**config.mk**
```make
export PLATFORM = sky130hd
export DESIGN_NAME = slot_free_list_allocator_top
export DESIGN_NICKNAME = d
export VERILOG_FILES = /design/src/hw/rtl/sfla_pkg.sv /design/src/hw/rtl/sfla_ram.sv /design/src/hw/rtl/slot_free_list_allocator_top.sv
export SDC_FILE = /design/constraint.sdc
export NUM_CORES = 2
export LEC_CHECK = 0
export BUFFER_PORTS_ARGS = -buffer_cell sky130_fd_sc_hd__buf_2
export CAP_MARGIN = 25
export CORE_MARGIN = 3
export CORE_UTILIZATION = 57
export DETAILED_ROUTE_END_ITERATION = 10
export PLACE_DENSITY_LB_ADDON = 0.08
export SETUP_SLACK_MARGIN = 0.15
export SYNTH_ARGS = -nofsm -noshare
export SYNTH_HDL_FRONTEND = slang
export SYNTH_SLANG_ARGS = --single-unit
export TNS_END_PERCENT = 5
```
**constraint.sdc**
```tcl
create_clock -name clk -period 6 [get_ports clk]
set_input_delay 0.3 -clock clk [delete_from_list [all_inputs] [get_ports clk]]
set_output_delay 0.3 -clock clk [all_outputs]
set_load 0.02 [all_outputs]
```
**src/hw/rtl/sfla_pkg.sv**
```systemverilog
// Shared types and constants for the slot free-list allocator.
`default_nettype none

package sfla_pkg;

    localparam int unsigned SLOTS   = 256;
    localparam int unsigned IDX_W   = $clog2(SLOTS);
    localparam int unsigned CNT_W   = $clog2(SLOTS + 1);

    // fixed field widths of the beats
    localparam int unsigned SLOT_IN_W = 12;
    localparam int unsigned GRANT_W   = 8;
    localparam int unsigned TOTAL_W   = 9;

    typedef enum logic [1:0] {
        MODE_ALLOC   = 2'd0,
        MODE_RELEASE = 2'd1,
        MODE_CLEAR   = 2'd2,
        MODE_COMPACT = 2'd3
    } mode_t;

    typedef enum logic [1:0] {
        STAT_DONE    = 2'd0,
        STAT_FULL    = 2'd1,
        STAT_IGNORED = 2'd2
    } status_t;

    typedef struct packed {
        mode_t                  mode;
        logic [SLOT_IN_W-1:0]   slot_index;
    } in_beat_t;

    typedef struct packed {
        logic [GRANT_W-1:0]     granted_index;
        status_t                status;
        logic [TOTAL_W-1:0]     live_total;
    } out_beat_t;

    typedef enum logic [2:0] {
        S_INIT,
        S_IDLE,
        S_ALLOC,
        S_RELEASE,
        S_CLEAR,
        S_COUNT,
        S_PACK,
        S_RESP
    } fsm_t;

endpackage

`default_nettype wire

```
**src/hw/rtl/sfla_ram.sv**
```systemverilog
// Simple dual-port synchronous RAM, one write and one registered read port.
`default_nettype none

module sfla_ram #(
    parameter int unsigned WIDTH = 8,
    parameter int unsigned DEPTH = 256,
    parameter int unsigned AW    = $clog2(DEPTH)
) (
    input  wire logic             clk,
    input  wire logic             we,
    input  wire logic [AW-1:0]    waddr,
    input  wire logic [WIDTH-1:0] wdata,
    input  wire logic             re,
    input  wire logic [AW-1:0]    raddr,
    output logic      [WIDTH-1:0] rdata
);

    logic [WIDTH-1:0] mem [DEPTH];

    always_ff @(posedge clk)
    begin
        if (we)
        begin
            mem[waddr] <= wdata;
        end
    end

    // read data holds when no read is issued
    always_ff @(posedge clk)
    begin
        if (re)
        begin
            rdata <= mem[raddr];
        end
    end

endmodule

`default_nettype wire

```
**src/hw/rtl/slot_free_list_allocator_top.sv**
```systemverilog
// Top level of the slot free-list allocator: control sequencer and state memories.
`default_nettype none

// Hands out slot indices from a stack of free indices kept in a RAM, with the
// per-slot live bits in a second RAM. Every input beat yields exactly one
// output beat. After reset the block runs a fill pass over all SLOTS slots
// that loads the stack (highest index at the bottom, zero on top) and clears
// the live bits; in_stall stays high through it. One beat is worked at a
// time: allocate and release go through accept, RAM read and result; clear
// does one RAM write per slot and compact makes one pass reading the
// live-bit RAM to count and one pass rewriting both RAMs. The passes follow
// from the single read and write port of each RAM. A finished result sits
// in the output register until taken; a new beat is accepted meanwhile, and
// its result waits for that register to drain. Allocate on an empty stack
// returns status 1; release of an out-of-range or free slot returns status 2
// and changes nothing.

module slot_free_list_allocator_top
    import sfla_pkg::*;
(
    input  wire logic      clk,
    input  wire logic      rst_n,
    input  wire logic      in_valid,
    output logic           in_stall,
    input  wire in_beat_t  in_data,
    output logic           out_valid,
    input  wire logic      out_stall,
    output out_beat_t      out_data
);

    localparam logic [CNT_W-1:0] LAST_SLOT = CNT_W'(SLOTS - 1);
    localparam logic [CNT_W-1:0] SLOT_CNT  = CNT_W'(SLOTS);

    // control state
    fsm_t             state_reg,  state_next;
    logic [CNT_W-1:0] depth_reg,  depth_next;    // entries on the free stack
    logic [CNT_W-1:0] count_reg,  count_next;    // live slots
    logic [CNT_W-1:0] scan_reg,   scan_next;     // slot walker for passes
    logic [CNT_W-1:0] packed_reg, packed_next;   // live slots seen by compact
    logic             out_valid_reg, out_valid_next;

    // per-beat payload
    logic [IDX_W-1:0] idx_reg,     idx_next;
    logic             inrange_reg, inrange_next;
    logic             empty_reg,   empty_next;
    logic [GRANT_W-1:0] res_grant_reg, res_grant_next;
    status_t          res_status_reg, res_status_next;
    out_beat_t        out_data_reg, out_data_next;

    // RAM ports
    logic             stk_we, stk_re;
    logic [IDX_W-1:0] stk_waddr, stk_raddr, stk_wdata, stk_rdata;
    logic             live_we, live_re;
    logic [IDX_W-1:0] live_waddr, live_raddr;
    logic [0:0]       live_wdata, live_rdata;

    logic             can_load;
    logic [CNT_W-1:0] depth_m1;
    logic [CNT_W-1:0] pack_off;

    sfla_ram #(.WIDTH(IDX_W), .DEPTH(SLOTS)) u_stack_ram (
        .clk   (clk),
        .we    (stk_we),
        .waddr (stk_waddr),
        .wdata (stk_wdata),
        .re    (stk_re),
        .raddr (stk_raddr),
        .rdata (stk_rdata)
    );

    sfla_ram #(.WIDTH(1), .DEPTH(SLOTS)) u_live_ram (
        .clk   (clk),
        .we    (live_we),
        .waddr (live_waddr),
        .wdata (live_wdata),
        .re    (live_re),
        .raddr (live_raddr),
        .rdata (live_rdata)
    );

    assign can_load  = !out_valid_reg || !out_stall;
    assign depth_m1  = depth_reg - CNT_W'(1);
    assign pack_off  = scan_reg - packed_reg;
    assign out_valid = out_valid_reg;
    assign out_data  = out_data_reg;

    always_comb
    begin
        state_next      = state_reg;
        depth_next      = depth_reg;
        count_next      = count_reg;
        scan_next       = scan_reg;
        packed_next     = packed_reg;
        idx_next        = idx_reg;
        inrange_next    = inrange_reg;
        empty_next      = empty_reg;
        res_grant_next  = res_grant_reg;
        res_status_next = res_status_reg;
        in_stall        = 1'b1;

        stk_we     = 1'b0;
        stk_waddr  = '0;
        stk_wdata  = '0;
        stk_re     = 1'b0;
        stk_raddr  = '0;
        live_we    = 1'b0;
        live_waddr = '0;
        live_wdata = '0;
        live_re    = 1'b0;
        live_raddr = '0;

        out_valid_next = out_valid_reg && out_stall;
        out_data_next  = out_data_reg;

        unique case (state_reg)
            // fill pass after reset: stack holds SLOTS-1 .. 0, zero on top
            S_INIT:
            begin
                stk_we     = 1'b1;
                stk_waddr  = scan_reg[IDX_W-1:0];
                stk_wdata  = IDX_W'(SLOTS - 1) - scan_reg[IDX_W-1:0];
                live_we    = 1'b1;
                live_waddr = scan_reg[IDX_W-1:0];
                live_wdata = 1'b0;
                if (scan_reg == LAST_SLOT)
                begin
                    scan_next  = '0;
                    state_next = S_IDLE;
                end
                else
                begin
                    scan_next = scan_reg + CNT_W'(1);
                end
            end

            S_IDLE:
            begin
                in_stall = 1'b0;
                if (in_valid)
                begin
                    unique case (in_data.mode)
                        MODE_ALLOC:
                        begin
                            empty_next = (depth_reg == '0);
                            stk_re     = (depth_reg != '0);
                            stk_raddr  = depth_m1[IDX_W-1:0];
                            state_next = S_ALLOC;
                        end
                        MODE_RELEASE:
                        begin
                            inrange_next = ({1'b0, in_data.slot_index}
                                            < (SLOT_IN_W + 1)'(SLOTS));
                            idx_next     = in_data.slot_index[IDX_W-1:0];
                            live_re      = 1'b1;
                            live_raddr   = in_data.slot_index[IDX_W-1:0];
                            state_next   = S_RELEASE;
                        end
                        MODE_CLEAR:
                        begin
                            scan_next  = '0;
                            state_next = S_CLEAR;
                        end
                        MODE_COMPACT:
                        begin
                            live_re     = 1'b1;
                            live_raddr  = '0;
                            scan_next   = CNT_W'(1);
                            packed_next = '0;
                            state_next  = S_COUNT;
                        end
                        default:
                        begin
                            state_next = S_IDLE;
                        end
                    endcase
                end
            end

            // top of stack arrives from the RAM
            S_ALLOC:
            begin
                res_grant_next = '0;
                if (empty_reg)
                begin
                    res_status_next = STAT_FULL;
                end
                else
                begin
                    live_we         = 1'b1;
                    live_waddr      = stk_rdata;
                    live_wdata      = 1'b1;
                    depth_next      = depth_m1;
                    if (count_reg < SLOT_CNT)
                    begin
                        count_next = count_reg + CNT_W'(1);
                    end
                    res_grant_next  = GRANT_W'(stk_rdata);
                    res_status_next = STAT_DONE;
                end
                state_next = S_RESP;
            end

            // live bit of the requested slot arrives from the RAM
            S_RELEASE:
            begin
                res_grant_next = '0;
                if (inrange_reg && live_rdata[0])
                begin
                    live_we    = 1'b1;
                    live_waddr = idx_reg;
                    live_wdata = 1'b0;
                    if (depth_reg < SLOT_CNT)
                    begin
                        stk_we     = 1'b1;
                        stk_waddr  = depth_reg[IDX_W-1:0];
                        stk_wdata  = idx_reg;
                        depth_next = depth_reg + CNT_W'(1);
                    end
                    if (count_reg != '0)
                    begin
                        count_next = count_reg - CNT_W'(1);
                    end
                    res_status_next = STAT_DONE;
                end
                else
                begin
                    res_status_next = STAT_IGNORED;
                end
                state_next = S_RESP;
            end

            // ascending refill, highest index on top
            S_CLEAR:
            begin
                stk_we     = 1'b1;
                stk_waddr  = scan_reg[IDX_W-1:0];
                stk_wdata  = scan_reg[IDX_W-1:0];
                live_we    = 1'b1;
                live_waddr = scan_reg[IDX_W-1:0];
                live_wdata = 1'b0;
                if (scan_reg == LAST_SLOT)
                begin
                    scan_next       = '0;
                    depth_next      = SLOT_CNT;
                    count_next      = '0;
                    res_grant_next  = '0;
                    res_status_next = STAT_DONE;
                    state_next      = S_RESP;
                end
                else
                begin
                    scan_next = scan_reg + CNT_W'(1);
                end
            end

            // read data arrives the cycle after its address is issued
            S_COUNT:
            begin
                packed_next = packed_reg + CNT_W'(live_rdata);
                if (scan_reg == SLOT_CNT)
                begin
                    scan_next  = '0;
                    state_next = S_PACK;
                end
                else
                begin
                    live_re    = 1'b1;
                    live_raddr = scan_reg[IDX_W-1:0];
                    scan_next  = scan_reg + CNT_W'(1);
                end
            end

            S_PACK:
            begin
                live_we    = 1'b1;
                live_waddr = scan_reg[IDX_W-1:0];
                live_wdata = (scan_reg < packed_reg);
                if (scan_reg >= packed_reg)
                begin
                    stk_we    = 1'b1;
                    stk_waddr = pack_off[IDX_W-1:0];
                    stk_wdata = scan_reg[IDX_W-1:0];
                end
                if (scan_reg == LAST_SLOT)
                begin
                    scan_next       = '0;
                    depth_next      = SLOT_CNT - packed_reg;
                    count_next      = packed_reg;
                    res_grant_next  = '0;
                    res_status_next = STAT_DONE;
                    state_next      = S_RESP;
                end
                else
                begin
                    scan_next = scan_reg + CNT_W'(1);
                end
            end

            // wait for the output register to drain
            S_RESP:
            begin
                if (can_load)
                begin
                    out_valid_next = 1'b1;
                    out_data_next  = '{granted_index: res_grant_reg,
                                       status:        res_status_reg,
                                       live_total:    TOTAL_W'(count_reg)};
                    state_next     = S_IDLE;
                end
            end

            default:
            begin
                state_next = S_IDLE;
            end
        endcase
    end

    always_ff @(posedge clk or negedge rst_n)
    begin
        if (!rst_n)
        begin
            state_reg     <= S_INIT;
            depth_reg     <= SLOT_CNT;
            count_reg     <= '0;
            scan_reg      <= '0;
            packed_reg    <= '0;
            out_valid_reg <= 1'b0;
        end
        else
        begin
            state_reg     <= state_next;
            depth_reg     <= depth_next;
            count_reg     <= count_next;
            scan_reg      <= scan_next;
            packed_reg    <= packed_next;
            out_valid_reg <= out_valid_next;
        end
    end

    always_ff @(posedge clk)
    begin
        idx_reg        <= idx_next;
        inrange_reg    <= inrange_next;
        empty_reg      <= empty_next;
        res_grant_reg  <= res_grant_next;
        res_status_reg <= res_status_next;
        out_data_reg   <= out_data_next;
    end

    // every slot is either live or on the free stack between beats
    a_depth_count_sum: assert property (@(posedge clk) disable iff (!rst_n)
        state_reg == S_IDLE |-> ({1'b0, depth_reg} + {1'b0, count_reg}) == (CNT_W + 1)'(SLOTS))
        else $error("free stack depth and live count disagree");

    a_depth_bound: assert property (@(posedge clk) disable iff (!rst_n)
        depth_reg <= SLOT_CNT)
        else $error("free stack overflow");

    a_beat_from_resp: assert property (@(posedge clk) disable iff (!rst_n)
        (out_valid_reg && !out_stall) ##1 out_valid_reg |-> $past(state_reg) == S_RESP)
        else $error("output beat loaded outside the result state");

    a_full_only_empty: assert property (@(posedge clk) disable iff (!rst_n)
        state_reg == S_ALLOC && !empty_reg |=> res_status_reg == STAT_DONE)
        else $error("allocate from a nonempty stack reported full");

endmodule

`default_nettype wire
```
==> key figures <==
Outcome
  • Status: completed

Placement
  • Placed cells: 9318
  • Final HPWL DP: 187 mm
  • DP Worst Slack: 0.584 ns
  • Placed inst area: 102000 um2
  • RePlAce Congestion: 0.954
  • I/O Buffers: 38

Cells and area
  • Final Util: 0.644
  • Sequential cell area: 71600 um2
  • Max reg flops: 2048
  • Fin area: 110000 um2
  • Fillers: 12400
  • Final net count: 7332
  • Synth-to-Final Area Change: 11.5%
  • Ratio of cells with drive above 1 in the final layout: 0.102
  • Non-Filler Instances: 9790
  • Area occupied by multi-input gates: 24600 um2

Logic synthesis
  • FFs w/ async S/R, synth: 0.0167
  • Top_reg_cell synth: edfxtp_1
  • Mux cell area share after synthesis: 0.0234
  • Flops & latches, synth: 2392
  • Post-Synthesis Cells: 7284
  • Adder-Cell Fraction of Synth Area: 0.00371
  • Compound-Gate Fraction of Synth Area: 0.101
  • Simple-gate area share of the yosys netlist: 0.114
  • Post-Syn Area: 98500 um2
  • Post-Synth XOR/XNOR Area: 0.00283
  • Number of synthesized flops with an enable pin: 2352
  • Largest family of logic cells by synthesized area: simple AND/OR/NAND/NOR gates
  • Syn_area_per_cell: 13.5 um2
  • YS warnings: 0
  • Syn nets: 7330
  • Synth unique cells: 102
  • Register area share after synthesis: 0.727

Clocking
  • Max Root-Sink Buffers: 3
  • CTS tree: done
  • H-tree levels: 4
  • Worst-Skew Late Latency: 0.88 ns
  • TritonCTS Buffers: 232
  • Worst-path clk slew: 0.06 ns
  • # clock sinks: 2392
  • Root Driver: clkbuf_16
  • Post_cts resized: 0

Worst setup path
  • Worst reg2reg startpoint: depth_reg[0]
  • Crit. End Element: flip-flop
  • Worst Setup Start Kind: flip-flop
  • CP most frequent cell: buf_4
  • Crit-path max FO: 39
  • Crit. Startpoint: depth_reg[0]
  • Crit path DAT: 6.24 ns
  • Crit path largest cell delay: 0.85 ns
  • Critical Setup Path Class: flip-flop to flip-flop
  • Reg-to-reg endpoint: u_stack_ram.rdata[2]
  • Worst Path Required: 6.59 ns
  • Crit-path slowest cell: o41ai_1
  • Reg2Reg Setup Slack: 0.35 ns
  • Worst setup endpoint: u_stack_ram.rdata[2]
  • Crit path cell chain: inv_4 > ha_1 > xnor2_4 > nor3_4 > buf_12 > buf_4 > nand3_1 > and3_1 > a31oi_1 > a211oi_1 > buf_4 > o41ai_1 > a2111oi_2
  • R2R depth: 13

Timing
  • Crit share post-route: 0.942
  • Setup_tns: 0 ns
  • Maximum clock rate: 177 MHz
  • Final worst setup slack: 0.349 ns
  • Hold Fails Final Rpt: 0
  • RSZ-0062 raised after global routing: no
  • Relative slew slack: 0.152
  • Clk_skew: 0.0439 ns
  • Final Max Slew Viols: 0
  • Final setup vio count: 0
  • Fin crit period: 5.65 ns
  • Slew at the pin closest to its max-slew limit: 1.26 ns

Power and ir drop
  • Maximum vdd drop: 0.499 mV
  • Pleak: 36.4 nW
  • Pwr Density: 402 nW/um2

Worst hold path
  • Worst Hold Class: input port to flip-flop
  • Hold path cells: 2

Global route
  • GR Util All Layers: 0.341
  • Global-route wire length before repair: 442 mm
  • Initial antenna violation count: 21
  • Vias in the first global route: 61500
  • Gr ovfl total: 0
  • Largest net degree at the start of global routing: 185

Floorplanning
  • Initial Utilization: 0.577
  • FP Rows: 151
  • Die area: 178000 um2
  • Placeable Area: 171000 um2
  • Ports: 39
  • Die W: 422 um
  • Die height: 422 um

Routing
  • DRT iter0 DRCs: 9883
  • Via count: 66000
  • Drt first pass iters: 7
  • Antenna viol nets, final: 0
  • Vias/cell: 6.75
  • WL/cell: 31.4 um
  • WL final: 308 mm
  • DRC errors left: 0

Flow run
  • # Max-Cap Violations: 0
layer usage:
| metal | vias to the layer above | track usage | share of wire |
|---|---|---|---|
| met5 | - | 0.00538 | 0.00084 |
| met4 | 20 | 0.143 | 0.047 |
| met2 | 4456 | 0.505 | 0.45 |
| met1 | 32800 | 0.484 | 0.38 |
| met3 | 780 | 0.0853 | 0.12 |
| li1 | 28000 | - | - |
power by group:
part / switching (W) / leakage, nW / total (W) / internal, W
Sequential: 0.000240 / 22.3 / 0.0204 / 0.0201
Clock: 0.00629 / 3.68 / 0.0146 / 0.00832
Combinational: 0.00715 / 10.5 / 0.00920 / 0.00204
Total: 0.0137 / 36.4 / 0.0442 / 0.0305
critical path, delay by kind of cell (launching register included):
| family | cells | cell delay [ns] |
|---|---|---|
| AOI/OAI and AO/OA | 4 | 1.80 |
| buffers and inverters | 4 | 1.20 |
| and+or+nand+nor | 3 | 0.95 |
| DFF | 1 | 0.56 |
| adders and majority gates | 1 | 0.52 |
| xor gates and xnor gates | 1 | 0.26 |
final cells by class:
type,instances,share of cell area
Sequential cell,2392,0.652
Multi-Input combinational cell,4314,0.224
Clock buffer,288,0.0555
Timing Repair Buffer,314,0.0272
Tap cell,2295,0.0262
Clock inverter,146,0.0136
Inverter,32,0.00114
Antenna cell,9,0.000205
through the flow:
stage / hold slack [ns] / power (W)
6_report: 0.217 / 0.0442
5_1_grt: 0.202 / 0.0454
4_1_cts: 0.172 / 0.0440
3_5_place_dp: 0.413 / 0.0296
3_3_place_gp: 0.409 / 0.0295
2_1_floorplan: 0.00441 / 0.0259
how the worst min path moves through the flow:
stage | startpoint | end | slack (ns)
CTS | in_data[7] | idx_reg[7] | 0.17
floorplan | rst_n | count_reg[0] | 0.004
global placement | res_status_reg[0] | out_data[9] | 0.41
detailed placement | res_grant_reg[2] | out_data[13] | 0.41
finish | in_data[0] | idx_reg[0] | 0.22
global route | in_data[1] | idx_reg[1] | 0.20
cell usage in the layout, fill, tap and decap left out, types with 104 or more instances in the layout:
cell          n
nor3_1      122
edfxtp_1   2352
nand2_1    1014
clkbuf_16   234
buf_4       198
nand3_1     426
o22ai_1     156
mux2i_1     190
o21ai_0     196
a211oi_1    104
nor2_1      696
o221ai_1    195
a21oi_1     361
synth_stat cells (39+ instances only):
cell type | number | share of area
edfxtp_1 | 2352 | 0.72
nand2_1 | 1016 | 0.039
nor2_1 | 697 | 0.027
nand3_1 | 434 | 0.022
a21oi_1 | 364 | 0.018
buf_2 | 255 | 0.013
clkbuf_1 | 202 | 0.0077
o21ai_0 | 196 | 0.010
o221ai_1 | 195 | 0.017
mux2i_1 | 190 | 0.019
o22ai_1 | 156 | 0.0099
nor3_1 | 124 | 0.0063
a211oi_1 | 104 | 0.0079
and3_1 | 95 | 0.0060
a31oi_1 | 88 | 0.0056
o211ai_1 | 62 | 0.0047
buf_1 | 53 | 0.0020
dfrtp_1 | 39 | 0.0099
logic make-up (layout without fill, tap and decap cells):
| family | Yosys count | in the layout |
|---|---|---|
| other | 0 | 9 |
| muxes | 221 | 221 |
| DFF | 2392 | 2392 |
| buffers and inverters | 578 | 780 |
| adders and majority gates | 28 | 28 |
| and+or+nand+nor | 2565 | 2565 |
| xor gates and xnor gates | 31 | 31 |
| AOI/OAI and AO/OA | 1469 | 1469 |
what timing repair did:
action                                 CTS  global route
buffers inserted                         0             0
endpoints found under the hold margin   73            14
hold buffers                            15             1
No activity file was read; power rests on OpenSTA's default activity.
